==> src/design/rcf_fifo.sv <==
// Short register queue between the front end and the arithmetic back end.
// No dependencies; the producer guarantees room through the count output.
`default_nettype none

module rcf_fifo #(
  parameter int WIDTH = 8,
  parameter int DEPTH = 4
) (
  input  wire logic                       clk,
  input  wire logic                       rst_n,
  input  wire logic                       push,
  input  wire logic [WIDTH-1:0]           push_data,
  output logic                            pop_valid,
  input  wire logic                       pop_ready,
  output logic      [WIDTH-1:0]           pop_data,
  output logic      [$clog2(DEPTH+1)-1:0] count
);

  localparam int AW = $clog2(DEPTH);
  localparam int CW = $clog2(DEPTH + 1);

  logic [WIDTH-1:0] slot_r [DEPTH];
  logic [AW-1:0]    wr_ptr_r, wr_ptr_nxt, rd_ptr_r, rd_ptr_nxt;
  logic [CW-1:0]    count_r, count_nxt;
  logic             pop;

  assign pop       = pop_valid & pop_ready;
  assign pop_valid = (count_r != '0);
  assign pop_data  = slot_r[rd_ptr_r];
  assign count     = count_r;

  always_comb begin
    wr_ptr_nxt = wr_ptr_r;
    rd_ptr_nxt = rd_ptr_r;
    if (push) begin
      wr_ptr_nxt = (wr_ptr_r == AW'(DEPTH - 1)) ? '0 : wr_ptr_r + 1'b1;
    end
    if (pop) begin
      rd_ptr_nxt = (rd_ptr_r == AW'(DEPTH - 1)) ? '0 : rd_ptr_r + 1'b1;
    end
    count_nxt = count_r + CW'(push) - CW'(pop);
  end

  always_ff @(posedge clk) begin
    if (!rst_n) begin
      wr_ptr_r <= '0;
      rd_ptr_r <= '0;
      count_r  <= '0;
    end else begin
      wr_ptr_r <= wr_ptr_nxt;
      rd_ptr_r <= rd_ptr_nxt;
      count_r  <= count_nxt;
    end
  end

  always_ff @(posedge clk) begin
    if (push) begin
      slot_r[wr_ptr_r] <= push_data;
    end
  end

endmodule

`default_nettype wire

==> config.mk <==
export PLATFORM = sky130hd
export DESIGN_NAME = rcf_fifo
export DESIGN_NICKNAME = d
export VERILOG_FILES = /design/src/design/rcf_fifo.sv
export SDC_FILE = /design/constraint.sdc
export NUM_CORES = 1
export LEC_CHECK = 0
export ABC_AREA = 1
export BUFFER_PORTS_ARGS = -buffer_cell sky130_fd_sc_hd__buf_2
export CAP_MARGIN = 30
export CORE_MARGIN = 3
export CORE_UTILIZATION = 50
export CTS_BUF_LIST = sky130_fd_sc_hd__clkbuf_16
export DETAILED_ROUTE_END_ITERATION = 10
export PLACE_DENSITY = 0.81
export REMOVE_ABC_BUFFERS = 1
export SLEW_MARGIN = 15
export SYNTH_ARGS = -nofsm -noshare
export SYNTH_HDL_FRONTEND = slang
export SYNTH_SLANG_ARGS = --single-unit
export TNS_END_PERCENT = 50
==> constraint.sdc <==
create_clock -name clk -period 5.3 [get_ports clk]
set_input_delay 0.53 -clock clk [delete_from_list [all_inputs] [get_ports clk]]
set_output_delay 0.53 -clock clk [all_outputs]
set_load 0.005 [all_outputs]
==> metrics <==
CP Capture Type output port; die width 63.7 um; max-cap viol count 0; CP Launch Type register; Worst-Skew Late Latency 280 ps; worst vdd ir 0.310 mV; # DRC 0; hold_buf cts 0; Placer Congestion 0.775; fillers 238; worst hold path class in2reg; nets 184; Slew @ Worst Pin 573 ps; diode count 0; reg-to-reg startpoint count[1]; max_slew headroom 61.8%; RSZ-0062 raised after global routing false; cts repair resizes 0; DR pass1 iterations 4; IO Port Bufs 23; Pins Over Slew Limit 0; post-CTS setup buffers 0; hpwl dp 1950 um; WP data arrival 1680 ps; Starting Density 53.3%; Power Internal 0.000647 W; DR vias/cell 4.95; vias post-DR 1,034; Post-DRT Antenna Nets 0; Largest delay share family, worst path flip-flops; cts bufs inserted 5; row count 20; Clk network pwr share 29.8%; initial antenna violation count 0; worst hold path depth 1; sw frac 29.3%; outcome completed; synth top area cells edfxtp_1, dfxtp_1, ha_1, nor2_1, o21ai_0; I/O pins 24; Min-Delay Endpoint slot_r[1][6]; vias in the first global route 1,133; Reg power frac 45.4%; largest area contributor in the netlist edfxtp_1; commonest non-fill, non-tap cell in the layout edfxtp_1; worst-case clock buffer depth 2; Syn. warnings 0; largest net degree at the start of global routing 18; R2R setup slack 3410 ps; crit path buf inv count 2; Crit Path Max Fanout 17; Layout Skew 4.30 ps; Final Hold Vio Count 0; Die Ht 63.7 um; Final Power 0.000915 W; Tmin final 2210 ps; area of the core 3130 um^2; fin crit share 41.7%; Worst Path Required 4770 ps; slowest stage cell, crit path dfxtp_1; Post-Syn Instances 137; # setup viols final 0; sequential element share of the synthesized area 68.5%; clk slew on worst S/H paths 50 ps; synth unique cells 20; Sw Pwr 0.000268 W; clk root buf clkbuf_16; WS Path Type reg2out; post-synth top area share 57.7%; Gate power share 24.8%; Sink Count 41; critical path, cell by cell inv_2 -> o21ai_0 -> o22ai_1 -> buf_2; Post-Syn Area 1670 um^2; #FFs+latches synth 41; Largest stage delay, worst path 680 ps; GR Overflow Total 0; HP Start push_data[6]; CTS tree yes; Max H-tree Level 2; share of cells above drive strength 1 20.0%; full die area 4060 um^2; most frequent cells in the layout edfxtp_1, buf_2, nor2_1; Avg Inst Size Synth 12.2 um^2; ratio of total power to cell area 470 nW/um^2; first-iteration detailed-routing DRC count 46; Tot GR Track Use 16.6%; Fin Setup TNS 0 ps; routed len/inst 13.7 um; FMAX 0.453 GHz; DRT Wirelength 2850 um; FF-to-FF End count[2]; R2R cell count 9; synth-to-layout area growth 16.7%; leak pwr 0.807 nW; global-route wire length before repair 4880 um
==> power by group through the flow <==
stage                     Sequential (W)  Combinational (W)  Clock (W)
after floorplan                 0.000412           0.000142          0
after global placement          0.000419           0.000213          0
after detailed placement        0.000422           0.000228          0
after CTS                       0.000416           0.000230   0.000277
after global routing            0.000422           0.000261   0.000295
final                           0.000415           0.000227   0.000273
==> routing by layer <==
layer  share of wire [%]  GRT usage [%]  up-vias
li1                    -              -      521
met1                  40           17.7      473
met2                  51           27.2       36
met3                 6.3           5.98        4
met4                 2.3           11.6        0
met5                   0              0        -
==> cell families (layout without fill, tap and decap cells) <==
logic type                 after synthesis  count (layout)  share of synthesized area (%)
adders and majority gates                8               8                           6.46
AOI/OAI and AO/OA                       29              29                           9.91
DFF                                     41              41                           68.5
xor gates and xnor gates                 1               1                          0.526
and+or+nand+nor                         38              38                           9.16
buffers and inverters                   20              48                           5.48
==> flip-flops by register name (all words and copies together), names as in the netlist, named ones only <==
signal,count
slot_r,32
count,3
rd_ptr_r,2
wr_ptr_r,2
==> stage by stage <==
stage               cells  utilization (%)  hold WS, ps  setup WS [ps]  instance area [um^2]
global placement      201             57.8          520           3350                  1810
CTS                   209             62.2          461           3080                  1950
global route          209             62.2          463           2930                  1950
finish                209             62.2          466           3090                  1950
floorplan             134                -          483           3520                  1640
detailed placement    201             57.8          526           3260                  1810
==> worst max path at each step <==
stage | start | endpoint | cells after the start
after CTS | register | pop_data[5] | 4
final | register | pop_data[5] | 4
after global routing | register | pop_data[7] | 4
after floorplan | pop_ready | count[2] | 8
after global placement | pop_ready | count[2] | 9
after detailed placement | pop_ready | count[2] | 10
==> synth_stat cells (all sizes together) <==
library cell,number
inv,17
nand3,3
nor3,1
nor2,23
fa,1
o21ai,16
buf,3
a21oi,4
nand2,11
xnor2,1
o22ai,8
dfxtp,9
edfxtp,32
ha,7
a21boi,1
==> layout make-up <==
class	count	area, um^2	area share, %
flip-flops and latches	41	1140	58.6
repair buffers	23	115	5.92
inverters	17	63.8	3.28
multi-input cells	76	434	22.3
clock buffers	5	125	6.43
clock inverters	3	11.3	0.579
well taps	44	55.1	2.83
==> worst reg2reg max path: stages (launching register included) <==
cell and delay (ps):
dfxtp_1 350, nor2_1 200, a21boi_0 130, ha_1 290, inv_1 60, ha_1 140, inv_1 50, fa_1 370
a21oi_1 130, nor2_1 60
(Power assumes the default switching activity.)
