--- src/design/rcf_pkg.sv ---
// Package of the 3x3 convolution filter: beat types, register codes, constants.
// No dependencies; imported by the front end, back end, top level and checker.
`default_nettype none

package rcf_pkg;

  localparam int DEF_MAX_WIDTH  = 2048;
  localparam int DEF_MAX_HEIGHT = 2048;

  localparam int CFG_DW = 12;
  localparam int CFG_IW = 2;

  localparam logic [CFG_IW-1:0] CFG_FILTER_MODE  = 2'd0;
  localparam logic [CFG_IW-1:0] CFG_IMAGE_WIDTH  = 2'd1;
  localparam logic [CFG_IW-1:0] CFG_IMAGE_HEIGHT = 2'd2;

  localparam logic [CFG_DW-1:0] RST_WIDTH  = 12'd640;
  localparam logic [CFG_DW-1:0] RST_HEIGHT = 12'd480;

  localparam int QDEPTH = 4;
  localparam int QCW    = $clog2(QDEPTH + 1);

  // floor(v/9) and floor(v/3) by reciprocal, exact over the value ranges used
  localparam int RECIP_SHIFT = 16;
  localparam int DIV9_RECIP  = 7282;
  localparam int DIV3_RECIP  = 21846;

  typedef enum logic [1:0] {
    MODE_EDGE,
    MODE_SHARPEN,
    MODE_BLUR,
    MODE_GREY
  } mode_t;

  typedef struct packed {
    logic       cmd;
    logic [7:0] in_blue;
    logic [7:0] in_green;
    logic [7:0] in_red;
    logic [7:0] in_alpha;
  } in_item_t;

  typedef struct packed {
    logic [7:0] out_blue;
    logic [7:0] out_green;
    logic [7:0] out_red;
    logic [7:0] out_alpha;
    logic       frame_last;
  } out_item_t;

  // blue in [7:0], green [15:8], red [23:16], alpha [31:24]
  typedef logic [31:0] pixel_t;

  typedef struct packed {
    logic top_out;
    logic bot_out;
    logic left_out;
    logic right_out;
    logic last;
  } border_t;

  typedef struct packed {
    logic [8:0][23:0] win;
    logic [7:0]       alpha;
    border_t          border;
    mode_t            mode;
  } job_t;

  localparam int JOB_W = $bits(job_t);

endpackage

`default_nettype wire

--- src/design/rcf_back.sv ---
// Back end: border masking, 3x3 sums, mode select, clamp and the output register.
// Depends on rcf_pkg; pulls jobs from the queue and drives the result channel.
`default_nettype none

module rcf_back import rcf_pkg::*; (
  input  wire logic      clk,
  input  wire logic      rst_n,
  input  wire logic      job_valid,
  output logic           job_ready,
  input  wire job_t      job,
  output logic           out_valid,
  input  wire logic      out_ready,
  output out_item_t      out_data
);

  logic [10:0] s8   [3];
  logic [9:0]  x4   [3];
  logic [7:0]  v    [3][9];
  logic [9:0]  gsum;

  logic        a_valid_r;
  logic [10:0] a_s8_r [3];
  logic [9:0]  a_x4_r [3];
  logic [7:0]  a_c_r  [3];
  logic [9:0]  a_gsum_r;
  logic [7:0]  a_alpha_r;
  logic        a_last_r;
  mode_t       a_mode_r;

  logic signed [12:0] lin       [3];
  logic [11:0]        bsum      [3];
  logic [25:0]        blur_prod [3];
  logic [25:0]        grey_prod;
  logic [7:0]         res       [3];

  logic      out_valid_r;
  out_item_t out_data_r;
  logic      a_load, b_load;

  assign b_load    = a_valid_r && (!out_valid_r || out_ready);
  assign job_ready = !a_valid_r || b_load;
  assign a_load    = job_valid && job_ready;

  always_comb begin
    for (int k = 0; k < 3; k++) begin
      for (int i = 0; i < 3; i++) begin
        for (int j = 0; j < 3; j++) begin
          if ((i == 0 && job.border.top_out) || (i == 2 && job.border.bot_out) ||
              (j == 0 && job.border.left_out) || (j == 2 && job.border.right_out)) begin
            v[k][i*3+j] = '0;
          end else begin
            v[k][i*3+j] = job.win[i*3+j][8*k +: 8];
          end
        end
      end
      s8[k] = 11'(v[k][0]) + 11'(v[k][1]) + 11'(v[k][2]) + 11'(v[k][3]) +
              11'(v[k][5]) + 11'(v[k][6]) + 11'(v[k][7]) + 11'(v[k][8]);
      x4[k] = 10'(v[k][1]) + 10'(v[k][3]) + 10'(v[k][5]) + 10'(v[k][7]);
    end
    gsum = 10'(job.win[4][7:0]) + 10'(job.win[4][15:8]) + 10'(job.win[4][23:16]);
  end

  always_comb begin
    grey_prod = 26'(a_gsum_r) * 26'(DIV3_RECIP);
    for (int k = 0; k < 3; k++) begin
      bsum[k]      = 12'(a_s8_r[k]) + 12'(a_c_r[k]);
      blur_prod[k] = 26'(bsum[k]) * 26'(DIV9_RECIP);
      lin[k]       = '0;
      res[k]       = '0;
      unique case (a_mode_r)
        MODE_EDGE: begin
          lin[k] = $signed({2'b00, a_c_r[k], 3'b000}) - $signed({2'b00, a_s8_r[k]});
        end
        MODE_SHARPEN: begin
          lin[k] = $signed(13'({a_c_r[k], 2'b00}) + 13'(a_c_r[k])) -
                   $signed(13'(a_x4_r[k]));
        end
        MODE_BLUR: res[k] = blur_prod[k][RECIP_SHIFT +: 8];
        MODE_GREY: res[k] = grey_prod[RECIP_SHIFT +: 8];
        default:   res[k] = '0;
      endcase
      if (a_mode_r == MODE_EDGE || a_mode_r == MODE_SHARPEN) begin
        priority if (lin[k] < 0) begin
          res[k] = '0;
        end else if (lin[k] > 13'sd255) begin
          res[k] = 8'hFF;
        end else begin
          res[k] = lin[k][7:0];
        end
      end
    end
  end

  always_ff @(posedge clk) begin
    if (!rst_n) begin
      a_valid_r   <= 1'b0;
      out_valid_r <= 1'b0;
    end else begin
      if (job_ready) begin
        a_valid_r <= job_valid;
      end
      if (!out_valid_r || out_ready) begin
        out_valid_r <= a_valid_r;
      end
    end
  end

  always_ff @(posedge clk) begin
    if (a_load) begin
      for (int k = 0; k < 3; k++) begin
        a_s8_r[k] <= s8[k];
        a_x4_r[k] <= x4[k];
        a_c_r[k]  <= job.win[4][8*k +: 8];
      end
      a_gsum_r  <= gsum;
      a_alpha_r <= job.alpha;
      a_last_r  <= job.border.last;
      a_mode_r  <= job.mode;
    end
    if (b_load) begin
      out_data_r.out_blue   <= res[0];
      out_data_r.out_green  <= res[1];
      out_data_r.out_red    <= res[2];
      out_data_r.out_alpha  <= a_alpha_r;
      out_data_r.frame_last <= a_last_r;
    end
  end

  assign out_valid = out_valid_r;
  assign out_data  = out_data_r;

endmodule

`default_nettype wire

--- config.mk ---
export PLATFORM = sky130hd
export DESIGN_NAME = rcf_back
export DESIGN_NICKNAME = d
export VERILOG_FILES = /design/src/design/rcf_pkg.sv /design/src/design/rcf_back.sv
export SDC_FILE = /design/constraint.sdc
export NUM_CORES = 1
export LEC_CHECK = 0
export BUFFER_PORTS_ARGS = -buffer_cell sky130_fd_sc_hd__buf_4
export CORE_MARGIN = 2
export CORE_UTILIZATION = 55
export DETAILED_ROUTE_END_ITERATION = 6
export PLACE_DENSITY = 0.73
export SLEW_MARGIN = 20
export SYNTH_ARGS = -nofsm -noshare
export SYNTH_HDL_FRONTEND = slang
export SYNTH_SLANG_ARGS = --single-unit
--- constraint.sdc ---
create_clock -name clk -period 10.45 [get_ports clk]
set_clock_uncertainty 0.05 [all_clocks]
set_input_delay 1.5675 -clock clk [delete_from_list [all_inputs] [get_ports clk]]
set_output_delay 1.5675 -clock clk [all_outputs]
set_load 0.05 [all_outputs]
==> Flow_metrics.wiki <==
{| class="wikitable"
! Metric !! Value
|-
| Final number of setup-violating endpoints || 0
|-
| Aggregate global-route resource usage || 27.71%
|-
| Count of buffer and inverter cells on the critical path || 4
|-
| Share of final-layout standard cells stronger than drive strength 1 || 12.38%
|-
| Data arrival time of the worst path || 7.84 ns
|-
| Initial antenna violation count || 2
|-
| DRC violation count after routing || 0
|-
| R2r setup slk || 2.74 ns
|-
| Total nets after synthesis || 3471
|-
| Root Driver || clkbuf_16
|-
| Area delta synth->final || 13.26%
|-
| Max-Cap Viols || 0
|-
| Post-layout instance count excluding filler cells || 3355
|-
| Number of routed nets with antenna violations || 0
|-
| Endpoint kind of the worst setup timing path || flop
|-
| Worst-path cell with the longest stage delay || fa_1
|-
| Period utilisation layout || 73.78%
|-
| Estimated wirelength of the detail-placed design || 55750 µm
|-
| Setup Slack @ Placement || 2.865 ns
|-
| Top delay family on crit path || compound AO/OA/AOI/OAI gates
|-
| Maximum clock frequency || 129.7 MHz
|-
| Clock sinks || 143
|-
| Diodes inserted || 0
|-
| Post-Synthesis Mean Instance Area || 10.02 µm²
|-
| Startpoint kind of the worst setup timing path || flop
|-
| RSZ-0062 raised after global routing || false
|-
| Starting density of the core || 55.99%
|-
| Total core area || 0.04451 mm²
|-
| Die outline area || 0.04703 mm²
|-
| GP Congestion || 0.9510
|-
| Post-synth ARST share || 0%
|-
| Number of buffers created by CTS || 17
|-
| Latest clock arrival within the worst-skew pair || 0.46 ns
|-
| Hold/Removal Path Class || reg -> reg
|-
| Chip Width || 216.9 µm
|-
| Critical path class || reg -> reg
|-
| Number of levels in the clock H-tree || 4
|-
| Leading post-synthesis cells by instance count || inv_1 (514), ha_1 (424), fa_1 (324)
|-
| Length of the first detailed-routing pass in iterations || 5
|-
| Number of buffers inserted for hold repair after clock tree synthesis || 0
|-
| Buffer levels on the longest clock path || 2
|-
| Final net count || 3734
|-
| Register area share after synthesis || 17.15%
|-
| Prevailing post-synth register cell || edfxtp_1
|-
| Count of unique library cells instantiated by Yosys || 82
|-
| Cell type with the largest total area after synthesis || fa_1
|-
| Ports placed on the boundary || 270
|-
| Post-CTS Resized || 0
|-
| Area share of the leading cell type in the synthesized netlist || 26.03%
|-
| Maximum fanout encountered on the critical timing path || 5
|-
| Worst slew pin tran || 1.118 ns
|-
| Avg WL per Cell || 18.93 µm
|-
| Synthesized flop and latch total || 143
|-
| Max-slew violation total from the final report || 0
|-
| Area of the mapped netlist || 0.02492 mm²
|-
| Placed instance count || 3324
|-
| Row Count || 77
|-
| Delay of the slowest cell on the worst path || 0.53 ns
|-
| Iteration-0 DRC count of the detailed router || 1072
|-
| Final period demand of the worst path || 7.710 ns
|-
| Syn. warnings || 0
|-
| Die Y || 216.9 µm
|-
| Post-route worst setup slack || 2.740 ns
|-
| Number of instances in the synthesized netlist || 2488
|-
| CTS tree || yes
|-
| Hold Fails Final Rpt || 0
|-
| Wirelength, routed || 63510 µm
|-
| Post-CTS setup buffer count || 0
|-
| Most numerous cell in the Yosys netlist || inv_1
|-
| Via count of the first global-routing pass || 19380
|-
| Hold slack || 0.3750 ns
|-
| Slew HR || 25.36%
|-
| Critical Path RT || 10.58 ns
|-
| Count of buffers from port buffering || 269
|-
| Post-synth EDFFs || 141
|-
| Via-per-instance ratio || 5.447
|-
| Clk pin slew, worst setup/hold paths || 0.07 ns
|-
| First-pass GRT wire length || 101100 µm
|-
| Run status || finished, final reports clean
|-
| Total negative setup slack || 0 ns
|-
| Top cells by area, synth || fa_1 (26%), ha_1 (21%), edfxtp_1 (17%)
|-
| Remaining global-route overflow || 0
|-
| Total via count after detailed routing || 18270
|-
| Largest net degree at the start of global routing || 66
|}
worst register-to-register path: cells and delay by family (launching register included):
kind | cells | cell delay [ns]
compound gates | 13 | 3.01
fa+ha+maj | 7 | 2.84
mux | 2 | 0.59
flops | 1 | 0.44
xor+xnor | 2 | 0.29
buf+inv | 4 | 0.21
per-layer routing:
layer  GRT usage (%)  up-vias  share of wire, %
met3           3.536       73               5.4
li1                -     8737                 -
met4           7.717        4               2.4
met5               0        -             0.047
met1           38.13     8866                46
met2           46.28      594                46
metrics by stage:
step / util [%] / instance area (µm²)
after global routing: 63.41 / 28220
final: 63.41 / 28220
after global placement: 62.07 / 27630
after detailed placement: 62.07 / 27630
after CTS: 63.41 / 28220
after floorplan: - / 24920
layout make-up:
class | count | area [µm²]
clock inverter | 14 | 167.7
fill | 3683 | 16290
tap | 592 | 740.7
multi-input combinational | 1798 | 18610
timing repair buffer | 276 | 2072
sequential | 143 | 4274
inverter | 515 | 1933
clock buffer | 17 | 425.4
cell usage in the layout, fill, tap and decap left out, drive strengths merged, types with 17 or more instances in the layout:
cell    instances
xnor2         116
inv           523
ha            424
fa            324
nor2           90
and2           40
a21oi         112
nand2b         72
o21ai          74
nor3           26
edfxtp        141
nand3          19
nor2b          57
xor2           60
o21bai         29
clkbuf         17
nand2         115
a21o           48
buf           276
kinds of logic after synthesis:
group / Yosys count / synth area share, %
flip-flops: 143 / 17.15
XOR/XNOR: 176 / 6.216
adder cells (fa/ha/maj): 750 / 47.40
buffers and inverters: 547 / 8.244
multiplexers: 14 / 0.6376
AO/OA/AOI/OAI: 389 / 10.66
AND/OR/NAND/NOR: 469 / 9.695
sequential cells by signal, summed over array words and instances (netlist names):
register   count
out_data      33
a_valid_r      1
a_last_r       1
a_x4_r        30
out_valid      1
a_mode_r       2
a_alpha_r      8
a_c_r         24
a_gsum_r      10
a_s8_r        33
worst paths after layout:
| path | start | depth (start not counted) | end |
|---|---|---|---|
| worst max-delay path | a_c_r[0][0] | 28 | out_data[32] |
| worst min-delay path | a_alpha_r[0] | 0 | out_data[1] |
| worst max register to register | a_c_r[0][0] | 28 | out_data[32] |
| worst min register to register | a_alpha_r[0] | 0 | out_data[1] |
Power is left out: the tool's default activity adds up to more than one toggle a clock period on the data nets, which glitch-free logic cannot reach.
